[src/rtl/dbrr_pkg.sv]
// Shared types and constants of the definite-length block response reframer.
`default_nettype none

package dbrr_pkg;

  // Characters and limits of the block format
  localparam logic [7:0] CharHash = 8'h23;
  localparam logic [7:0] CharZero = 8'h30;
  localparam logic [7:0] CharOne  = 8'h31;
  localparam logic [7:0] CharNine = 8'h39;
  localparam logic [7:0] CharNl   = 8'h0A;
  localparam int unsigned MinBlockLen   = 10;
  localparam int unsigned MaxRespBytes  = 4096;
  localparam int unsigned PosMax        = 13'h1FFF;

  // Output bytes per queue entry and queue depth
  localparam int unsigned EntryBytes = 5;
  localparam int unsigned CntW       = $clog2(EntryBytes + 1);
  localparam int unsigned QueueDepth = 2;

  typedef enum logic [2:0] {
    MODE_IDLE,
    MODE_HASH,
    MODE_DIGITS,
    MODE_PAYLOAD,
    MODE_DROP,
    MODE_TEXT
  } dbrr_mode_e;

  typedef struct packed {
    logic [7:0]  resp_byte;
    logic [12:0] resp_length;
    logic        resp_end;
  } dbrr_in_t;

  typedef struct packed {
    logic [7:0] out_byte;
    logic       out_last;
  } dbrr_out_t;

  // One classified input item: up to five bytes, last mark on the final one
  typedef struct packed {
    logic [EntryBytes-1:0][7:0] bytes;
    logic [CntW-1:0]            cnt;
    logic                       last;
  } dbrr_entry_t;

endpackage

`default_nettype wire

[src/rtl/dbrr_front.sv]
// Front part: accepts response bytes, tracks the header parse and classifies each item.
`default_nettype none

module dbrr_front (
  input  wire logic               clk_i,
  input  wire logic               rst_ni,
  input  wire logic               in_valid_i,
  output logic                    in_ready_o,
  input  wire dbrr_pkg::dbrr_in_t in_data_i,
  input  wire logic               full_i,
  output logic                    push_o,
  output dbrr_pkg::dbrr_entry_t   entry_o
);
  import dbrr_pkg::*;

  dbrr_mode_e  mode_q, mode_d;
  logic [12:0] pos_q, pos_d;
  logic [3:0]  dt_q, dt_d;
  logic [31:0] pc_q, pc_d;
  logic [12:0] pl_q, pl_d;

  logic        accept;
  logic [7:0]  b;
  logic        fin;
  logic [12:0] len;
  logic [7:0]  b_digit;
  logic        is_digit19;
  logic [31:0] pc_new;
  logic [12:0] need;
  logic [12:0] avail;
  logic [12:0] pay;
  logic [12:0] pl_new;
  dbrr_entry_t entry;

  // Build the entry of a text byte, optionally after a held-back '#'
  function automatic dbrr_entry_t text_entry(logic pre, logic [7:0] tb, logic tfin);
    dbrr_entry_t e;
    logic        nl;
    e  = '0;
    nl = tfin && (tb != CharNl);
    if (pre) begin
      e.bytes[0] = CharHash;
      e.bytes[1] = tb;
      e.bytes[2] = CharNl;
      e.cnt      = nl ? CntW'(3) : CntW'(2);
    end else begin
      e.bytes[0] = tb;
      e.bytes[1] = CharNl;
      e.cnt      = nl ? CntW'(2) : CntW'(1);
    end
    e.last = tfin;
    return e;
  endfunction

  // Build a block header entry
  function automatic dbrr_entry_t header_entry(logic [12:0] hp, logic hlast);
    dbrr_entry_t e;
    e          = '0;
    e.bytes[0] = CharHash;
    e.bytes[1] = hp[7:0];
    e.bytes[2] = {3'b000, hp[12:8]};
    e.cnt      = CntW'(EntryBytes);
    e.last     = hlast;
    return e;
  endfunction

  assign in_ready_o = !full_i;
  assign accept     = in_valid_i && !full_i;
  assign b          = in_data_i.resp_byte;
  assign fin        = in_data_i.resp_end;

  // Clamp the length and prepare the digit arithmetic
  always_comb begin
    len = (32'(in_data_i.resp_length) > MaxRespBytes) ? 13'(MaxRespBytes)
                                                      : in_data_i.resp_length;
    b_digit    = b - CharZero;
    is_digit19 = (b >= CharOne) && (b <= CharNine);
    pc_new     = (pc_q << 3) + (pc_q << 1) + 32'(b) - 32'(CharZero);
    need       = 13'd2 + 13'(dt_q);
    avail      = (len >= need) ? (len - need) : 13'd0;
    pay        = (32'(avail) < pc_new) ? avail : pc_new[12:0];
    if (fin) begin
      pay = 13'd0;
    end
    pl_new = (pl_q != 13'd0) ? (pl_q - 13'd1) : pl_q;
  end

  // Next state and classification of the accepted item
  always_comb begin
    mode_d = mode_q;
    pos_d  = pos_q;
    dt_d   = dt_q;
    pc_d   = pc_q;
    pl_d   = pl_q;
    entry  = '0;
    unique case (mode_q)
      MODE_HASH: begin
        if (is_digit19 && (len >= 13'd2 + 13'(b_digit[3:0]))) begin
          dt_d   = b_digit[3:0];
          pc_d   = 32'd0;
          mode_d = MODE_DIGITS;
          if (fin) begin
            entry = header_entry(13'd0, 1'b1);
          end
        end else begin
          entry  = text_entry(1'b1, b, fin);
          mode_d = MODE_TEXT;
        end
      end
      MODE_DIGITS: begin
        pc_d = pc_new;
        if ((pos_q >= 13'd1 + 13'(dt_q)) || fin) begin
          entry  = header_entry(pay, (pay == 13'd0) || fin);
          pl_d   = pay;
          mode_d = (pay == 13'd0) ? MODE_DROP : MODE_PAYLOAD;
        end
      end
      MODE_PAYLOAD: begin
        pl_d           = pl_new;
        entry.bytes[0] = b;
        entry.cnt      = CntW'(1);
        entry.last     = (pl_new == 13'd0) || fin;
        if (pl_new == 13'd0) begin
          mode_d = MODE_DROP;
        end
      end
      MODE_DROP: begin
        entry = '0;
      end
      MODE_TEXT: begin
        entry = text_entry(1'b0, b, fin);
      end
      default: begin
        pos_d = 13'd0;
        if (!fin && (b == CharHash) && (32'(len) >= MinBlockLen)) begin
          mode_d = MODE_HASH;
        end else begin
          entry  = text_entry(1'b0, b, fin);
          mode_d = MODE_TEXT;
        end
      end
    endcase
    // Return to idle at the end of a response, else advance the position
    if (fin) begin
      mode_d = MODE_IDLE;
      pos_d  = 13'd0;
      dt_d   = 4'd0;
      pc_d   = 32'd0;
      pl_d   = 13'd0;
    end else if (32'(pos_d) < PosMax) begin
      pos_d = pos_d + 13'd1;
    end
  end

  assign push_o  = accept && (entry.cnt != '0);
  assign entry_o = entry;

  // Hold the parse state
  always_ff @(posedge clk_i or negedge rst_ni) begin
    if (!rst_ni) begin
      mode_q <= MODE_IDLE;
      pos_q  <= 13'd0;
      dt_q   <= 4'd0;
      pc_q   <= 32'd0;
      pl_q   <= 13'd0;
    end else if (accept) begin
      mode_q <= mode_d;
      pos_q  <= pos_d;
      dt_q   <= dt_d;
      pc_q   <= pc_d;
      pl_q   <= pl_d;
    end
  end

endmodule

`default_nettype wire

[src/rtl/dbrr_queue.sv]
// Short queue of classified entries between the front and back parts.
`default_nettype none

module dbrr_queue (
  input  wire logic                  clk_i,
  input  wire logic                  rst_ni,
  input  wire logic                  push_i,
  input  wire dbrr_pkg::dbrr_entry_t entry_i,
  output logic                       full_o,
  output logic                       head_valid_o,
  output dbrr_pkg::dbrr_entry_t      head_o,
  input  wire logic                  pop_i
);
  import dbrr_pkg::*;

  localparam int unsigned PtrW = (QueueDepth > 1) ? $clog2(QueueDepth) : 1;
  localparam int unsigned CntQW = $clog2(QueueDepth + 1);

  dbrr_entry_t      mem_q [QueueDepth];
  logic [PtrW-1:0]  wr_q, wr_d;
  logic [PtrW-1:0]  rd_q, rd_d;
  logic [CntQW-1:0] cnt_q, cnt_d;

  assign full_o       = (cnt_q == CntQW'(QueueDepth));
  assign head_valid_o = (cnt_q != '0);
  assign head_o       = mem_q[rd_q];

  // Advance the pointers and the fill count
  always_comb begin
    wr_d  = wr_q;
    rd_d  = rd_q;
    cnt_d = cnt_q;
    if (push_i) begin
      wr_d = (wr_q == PtrW'(QueueDepth - 1)) ? '0 : wr_q + PtrW'(1);
    end
    if (pop_i) begin
      rd_d = (rd_q == PtrW'(QueueDepth - 1)) ? '0 : rd_q + PtrW'(1);
    end
    if (push_i && !pop_i) begin
      cnt_d = cnt_q + CntQW'(1);
    end else if (pop_i && !push_i) begin
      cnt_d = cnt_q - CntQW'(1);
    end
  end

  always_ff @(posedge clk_i or negedge rst_ni) begin
    if (!rst_ni) begin
      wr_q  <= '0;
      rd_q  <= '0;
      cnt_q <= '0;
    end else begin
      wr_q  <= wr_d;
      rd_q  <= rd_d;
      cnt_q <= cnt_d;
    end
  end

  // Store the pushed entry
  always_ff @(posedge clk_i) begin
    if (push_i) begin
      mem_q[wr_q] <= entry_i;
    end
  end

endmodule

`default_nettype wire

[src/rtl/dbrr_back.sv]
// Back part: sends the bytes of each queued entry, one per cycle while out_ready_i holds, through an output register.
`default_nettype none

module dbrr_back (
  input  wire logic                  clk_i,
  input  wire logic                  rst_ni,
  input  wire logic                  head_valid_i,
  input  wire dbrr_pkg::dbrr_entry_t head_i,
  output logic                       pop_o,
  output logic                       out_valid_o,
  input  wire logic                  out_ready_i,
  output dbrr_pkg::dbrr_out_t        out_data_o
);
  import dbrr_pkg::*;

  localparam int unsigned IdxW = $clog2(EntryBytes);

  logic [IdxW-1:0] idx_q, idx_d;
  logic            out_valid_q, out_valid_d;
  dbrr_out_t       out_data_q, out_data_d;
  logic            load;
  logic            at_final;

  assign load     = head_valid_i && (!out_valid_q || out_ready_i);
  assign at_final = (CntW'(idx_q) == head_i.cnt - CntW'(1));
  assign pop_o    = load && at_final;

  // Load the next byte of the head entry and step through it
  always_comb begin
    idx_d       = idx_q;
    out_valid_d = out_valid_q && !out_ready_i;
    out_data_d  = out_data_q;
    if (load) begin
      out_valid_d         = 1'b1;
      out_data_d.out_byte = head_i.bytes[idx_q];
      out_data_d.out_last = head_i.last && at_final;
      idx_d               = at_final ? '0 : idx_q + IdxW'(1);
    end
  end

  always_ff @(posedge clk_i or negedge rst_ni) begin
    if (!rst_ni) begin
      idx_q       <= '0;
      out_valid_q <= 1'b0;
    end else begin
      idx_q       <= idx_d;
      out_valid_q <= out_valid_d;
    end
  end

  always_ff @(posedge clk_i) begin
    out_data_q <= out_data_d;
  end

  assign out_valid_o = out_valid_q;
  assign out_data_o  = out_data_q;

endmodule

`default_nettype wire

[src/rtl/definite_block_response_reframer_unit.sv]
// Top level of the definite-length block response reframer.
`default_nettype none

// Takes the bytes of an instrument response and reframes a definite-length
// block ('#', digit count, length digits, payload) as '#' plus a 4-byte
// little-endian payload length and the payload; any other response passes
// through as text, closed by a newline when it lacks one. Text and payload
// bytes run at one item per cycle when nothing stalls; an item passes
// through the queue and the output register. The back part sends one
// output byte per cycle unless stalled, from a two-entry queue, so a block
// header (five bytes) or a '#' held back before text (up to three bytes)
// holds it until sent; input stalls once the queue fills. Header bytes are
// taken at one per cycle while the queue has room; only the last outputs.
module definite_block_response_reframer_unit (
  input  wire logic                clk_i,
  input  wire logic                rst_ni,
  input  wire logic                in_valid_i,
  output logic                     in_ready_o,
  input  wire dbrr_pkg::dbrr_in_t  in_data_i,
  output logic                     out_valid_o,
  input  wire logic                out_ready_i,
  output dbrr_pkg::dbrr_out_t      out_data_o
);
  import dbrr_pkg::*;

  logic        push;
  logic        full;
  logic        head_valid;
  logic        pop;
  dbrr_entry_t entry;
  dbrr_entry_t head;

  dbrr_front u_front (
    .clk_i      (clk_i),
    .rst_ni     (rst_ni),
    .in_valid_i (in_valid_i),
    .in_ready_o (in_ready_o),
    .in_data_i  (in_data_i),
    .full_i     (full),
    .push_o     (push),
    .entry_o    (entry)
  );

  dbrr_queue u_queue (
    .clk_i        (clk_i),
    .rst_ni       (rst_ni),
    .push_i       (push),
    .entry_i      (entry),
    .full_o       (full),
    .head_valid_o (head_valid),
    .head_o       (head),
    .pop_i        (pop)
  );

  dbrr_back u_back (
    .clk_i        (clk_i),
    .rst_ni       (rst_ni),
    .head_valid_i (head_valid),
    .head_i       (head),
    .pop_o        (pop),
    .out_valid_o  (out_valid_o),
    .out_ready_i  (out_ready_i),
    .out_data_o   (out_data_o)
  );

endmodule

`default_nettype wire
[config.mk]
export PLATFORM = sky130hd
export DESIGN_NAME = definite_block_response_reframer_unit
export DESIGN_NICKNAME = d
export VERILOG_FILES = /design/src/rtl/dbrr_pkg.sv /design/src/rtl/dbrr_front.sv /design/src/rtl/dbrr_queue.sv /design/src/rtl/dbrr_back.sv /design/src/rtl/definite_block_response_reframer_unit.sv
export SDC_FILE = /design/constraint.sdc
export NUM_CORES = 1
export LEC_CHECK = 0
export BUFFER_PORTS_ARGS = -buffer_cell sky130_fd_sc_hd__buf_2
export CELL_PAD_IN_SITES_DETAIL_PLACEMENT = 1
export CELL_PAD_IN_SITES_GLOBAL_PLACEMENT = 1
export CORE_MARGIN = 2
export CORE_UTILIZATION = 50
export CTS_BUF_LIST = sky130_fd_sc_hd__clkbuf_16
export DETAILED_ROUTE_END_ITERATION = 8
export PLACE_DENSITY = 0.79
export SETUP_SLACK_MARGIN = 0.1
export SLEW_MARGIN = 20
export SYNTH_ARGS = -nofsm -noshare
export SYNTH_HDL_FRONTEND = slang
export SYNTH_SLANG_ARGS = --single-unit
[constraint.sdc]
create_clock -name clk_i -period 5.4 [get_ports clk_i]
set_input_delay 1.08 -clock clk_i [delete_from_list [all_inputs] [get_ports clk_i]]
set_output_delay 1.08 -clock clk_i [all_outputs]
set_load 0.01 [all_outputs]
=== Word level (Yosys, flattened, before mapping) ===
Memories as Yosys holds them, arrays and structs flattened.
Cells that the tools add are included.

* Register bits: 81
* Memory bits (writable): 50
* Output and inout port bits: 11
* Word-level logic and storage cells: 134
* Memories kept: 1

* $add $sub $neg: 16
* Magnitude comparators: 10
* Eq/ne operators: 13
* Muxes and demuxes: 42
* Reductions and logical operators: 40

{| class="wikitable"
|+ Memory list
! name !! depth !! width !! rd ports !! clocked after memory_dff !! wr ports !! RTL line !! RTL
|-
| u_queue.mem_q || 2 || 25 || 1 || 0 || 1 || dbrr_queue.sv:19 || <nowiki>dbrr_entry_t mem_q [QueueDepth];</nowiki>
|}

{| class="wikitable"
|+ Operators with widths
! operator !! number
|-
| $mux W13 || 10
|-
| $mux W31 || 2
|-
| $pmux W31 S2 || 1
|-
| $pmux W12 S5 || 1
|-
| $pmux W13 S4 || 1
|-
| $ge A13 B13 Y1 || 3
|-
| $add A32 B32 Y32 || 1
|-
| $add A32 B8 Y32 || 1
|-
| $lt A13 B32 Y1 || 1
|-
| $sub A32 B6 Y32 const B || 1
|-
| $logic_not A13 Y1 || 2
|-
| $pmux W13 S2 || 1
|-
| $mux W25 || 1
|-
| $bmux W8 S3 || 1
|-
| $mux W24 || 1
|-
| $mux W3 || 7
|-
| $mux W16 || 1
|-
| $add A13 B1 Y13 const B || 1
|-
| $ge A13 B4 Y1 const B || 1
|-
| $gt A13 B13 Y1 const B || 1
|-
| $logic_and A1 B1 Y1 || 13
|-
| $lt A13 B13 Y1 const B || 1
|-
| $reduce_bool A13 Y1 || 1
|-
| $sub A13 B1 Y13 const B || 1
|-
| 35 further kinds || 66
|}

=== Depth between registers and ports, before layout ===
* Word-level depth: 17
* Depth in mapped cells: 26
* Gate-level depth less buffers: 24

=== By module ===
From an unflattened synthesis, not the netlist that was laid out.

* Cell total of the unflattened synthesis: 1335
* Area, all modules: 12961.2 sq um

{| class="wikitable"
|+ By module, submodules not included
! module !! instances !! cells each !! area an instance (sq um)
|-
| dbrr_front || 1 || 1108 || 8531.9
|-
| dbrr_queue || 1 || 153 || 3564.7
|-
| dbrr_back || 1 || 74 || 864.6
|}

=== Worst setup path before layout ===
Ideal clock, no wire load.

* Path kind: input -> register
* Start: input port in_data_i[17] in the netlist's numbering
* End: memory u_queue.mem_q[0][15] in the netlist's numbering, data pin
* Arrival: 5.328 ns
* Data required time: 5.119 ns
* Path slack: -0.209 ns
* Cell stages on the path: 22
* Path buffers: 2
* Cell sequence: fa_1 fa_1 ha_1 a21o_1 nand4_1 a31oi_2 o21a_1 o21ai_0 a211o_2 o2111ai_1 inv_1 ha_1 nand3_1 nor3_1 a21oi_1 nor4_1 and4_4 and2_4 buf_8 buf_12 mux2i_1 o221ai_1

{| class="wikitable"
|+ RTL lines
! item !! RTL line !! RTL
|-
| start: declaration || definite_block_response_reframer_unit.sv:19 || <nowiki>input wire dbrr_pkg::dbrr_in_t in_data_i,</nowiki>
|-
| end: declaration || dbrr_queue.sv:19 ||
|}

==> results.json <==
{
  "status": "complete, but fails checks",
  "violations": "setup timing",
  "grt-ovfl-total": 0,
  "yosys.area.top_type_share_pct": 16.9,
  "postSynthCellCount": 1182,
  "cts_tree": "done",
  "gp_congestion": 0.921,
  "num_rows": 53,
  "dieArea_mm2": 0.0226,
  "min_period_ps": 5690,
  "clk_pin_slew_worst_paths_ps": 70,
  "ys_ff_latch": 131,
  "drive_gt1_share_pct": 24.3,
  "io_pins": 37,
  "n_fill_cell": 2411,
  "worstSetupEndpoint": "u_queue.mem_q[0][12]$_DFFE_PP_",
  "track_usage_pct": 34.9,
  "drcViolationCount": 0,
  "wl_per_cell_um": 25.8,
  "postSynthAreaPerCell_um2": 9.05,
  "final_hold_viol_count": 0,
  "coreArea_mm2": 0.0210,
  "syn_area_mm2": 0.0107,
  "root_buffer": "clkbuf_16",
  "yosys.area.top_type": "dfrtp_1",
  "area_growth_pct": 23.0,
  "io_buffers": 36,
  "cts.sinks": 131,
  "regToRegSetupSlack_ps": -30,
  "slew_violations": 0,
  "crit_type": "input pin to flop",
  "grt_antenna_before_repair": 0,
  "die_x_um": 150,
  "cts_hold_buf": 0,
  "cts_buffers": 17,
  "synth_edf_count": 59,
  "syn_nets": 1333,
  "place_area_mm2": 0.0117,
  "min_period_over_period_pct": 105,
  "ff2ff_path_depth": 23,
  "first_global_vias": 10600,
  "start_util_pct": 50.9,
  "holdWs_ps": 481,
  "wirelength_um": 41500,
  "async_flop_share_pct": 55.0,
  "crit_start": "in_data_i[19]",
  "final_cell_area_mm2": 0.0131,
  "synth_area_leaders": "dfrtp_1, edfxtp_1, ha_1",
  "fmax_mhz": 176,
  "detail-route-antenna-nets": 0,
  "grt_max_degree": 41,
  "cp_data_arrival_time_ps": 5960,
  "dp_hpwl_um": 25500,
  "htreeDepth": 4,
  "fp.dieH_um": 150,
  "drt_first_pass_iters": 6,
  "final_nets": 1473,
  "relSlewSlack_pct": 33.4,
  "final_util_pct": 62.5,
  "grt_pass1_wl_um": 59900,
  "drt_iter0_markers": 1130,
  "max-cap-violations": 0,
  "viasPerCell": 6.57,
  "insertion_delay_ps": 440,
  "critPathRequiredTime_ps": 5670,
  "min_path_cells": 2,
  "cp-end-kind": "flop",
  "worst-slew-pin-transition_ps": 989,
  "critical_path.max_fanout": 4,
  "rsz0062_at_grt": "yes",
  "synth_cell_type_count": 95,
  "skew_ps": 13.0,
  "fin_ws_ps": -288,
  "synthFlopType": "dfrtp_1",
  "start_kind": "input pin",
  "finalSetupViolations": 41,
  "clockBufferDepth": 2,
  "ys_seq_area_share_pct": 33.4,
  "synth_warnings": 0,
  "r2r-end": "u_queue.mem_q[0][12]$_DFFE_PP_",
  "vias": 10600,
  "hp-class": "flop to flop",
  "antenna_cells": 0,
  "r2r-start": "u_front.pc_q[0]$_DFFE_PN0P_"
}
[cell families (layout without fill, tap and decap cells)]
kind of cell    count (synthesis)  count (layout)  synth area share [%]
compound gates                300             300                  18.9
xor+xnor                       40              40                  3.35
fa+ha+maj                     126             126                  15.2
buf+inv                       175             327                  6.58
flops                         131             131                  33.4
mux                            39              39                  4.65
simple gates                  371             372                  17.9
[worst max-delay path: stages]
cell and delay [ps]:
buf_2 140, fa_2 420, fa_1 630, ha_4 250
o21ai_1 310, a21oi_4 70, o41a_1 400, a21oi_2 220
xnor2_1 170, inv_1 110, ha_1 350, a21o_1 190
a21oi_2 150, o21ai_2 70, a21oi_2 150, nor4_2 60
and4_4 220, and2_4 170, buf_6 110, or4_4 430
o22ai_2 220
[layout make-up]
type	count	area [um^2]	share of cell area, %
Clock inverter	15	188	1.43
Clock buffer	17	425	3.24
Timing Repair Buffer	164	1210	9.23
Multi-Input combinational cell	877	6910	52.5
Inverter	131	493	3.75
Tap cell	275	344	2.62
Sequential cell	131	3570	27.2
[through the flow]
step                cells  TNS (ps)  setup slack (ps)
CTS                  1597         0              5.44
detailed placement   1526    -21290              -698
global placement     1526     -7230              -273
global route         1610     -8440              -363
finish               1610     -6070              -288
floorplan            1182         0              68.1
[layout by cell type, fill, tap and decap left out, drive strengths merged, types with 5 or more instances in the layout]
master,n
xnor2,25
clkinv,5
or3,8
or4,8
xor2,15
mux2i,26
buf,164
o211ai,5
nor2,76
inv,138
dfrtp,72
o21ai,87
and2,12
mux2,5
a21oi,63
nor2b,15
and3,17
o31ai,8
nand3,34
nand4,18
o21a,10
clkbuf,17
or2,9
a22o,17
nor3b,7
fa,7
a21o,21
nand2b,18
nor3,31
a31oi,16
mux4,8
nor4,12
o22ai,15
ha,118
a2111oi,5
nand2,95
edfxtp,59
a211oi,8
[sequential cells by signal, indices dropped and copies added (netlist names), 2 cells and up]
name and cells:
u_back.idx_q 3, u_back.out_data_o 9, u_front.mode_q 3, u_front.dt_q 4
u_queue.mem_q 50, u_front.pos_q 13, u_queue.cnt_q 2, u_front.pc_q 31
u_front.pl_q 13
[synth_stat cells (21+ instances only)]
master    count
edfxtp_1     59
nand2_1      95
a21oi_1      62
clkbuf_1     34
mux2i_1      26
ha_1        118
dfrtp_1      72
nor2_1       76
inv_1       129
a21o_1       21
o21ai_0      74
nor3_1       30
nand3_1      34
xnor2_1      24
[layer usage]
| layer | share of wire, % | track usage [%] | vias to the layer above |
|---|---|---|---|
| li1 | - | - | 4587 |
| met1 | 40 | 46.2 | 5263 |
| met2 | 47 | 57.3 | 565 |
| met3 | 8.4 | 6.39 | 160 |
| met4 | 4.6 | 12.7 | 0 |
| met5 | 0 | 0 | - |
[how the worst min path moves through the flow]
stage	from	endpoint	slack, ps
2_1_floorplan	u_front.pc_q[21]$_DFFE_PN0P_	u_front.pc_q[21]$_DFFE_PN0P_	450
3_3_place_gp	u_front.pc_q[11]$_DFFE_PN0P_	u_front.pc_q[11]$_DFFE_PN0P_	460
3_5_place_dp	u_front.pc_q[11]$_DFFE_PN0P_	u_front.pc_q[11]$_DFFE_PN0P_	470
4_1_cts	u_front.pc_q[11]$_DFFE_PN0P_	u_front.pc_q[11]$_DFFE_PN0P_	490
5_1_grt	u_front.pc_q[21]$_DFFE_PN0P_	u_front.pc_q[21]$_DFFE_PN0P_	520
6_report	u_front.pc_q[11]$_DFFE_PN0P_	u_front.pc_q[11]$_DFFE_PN0P_	480
[what timing repair did]
action,in CTS,in global routing
setup endpoints to repair,37,45
resized for setup,45,55
pin swaps,25,34
cloned,1,0
buffers inserted,38,18
Power is not shown: default switching activity piles up to over one toggle a cycle in this logic, so the estimate is an artifact.
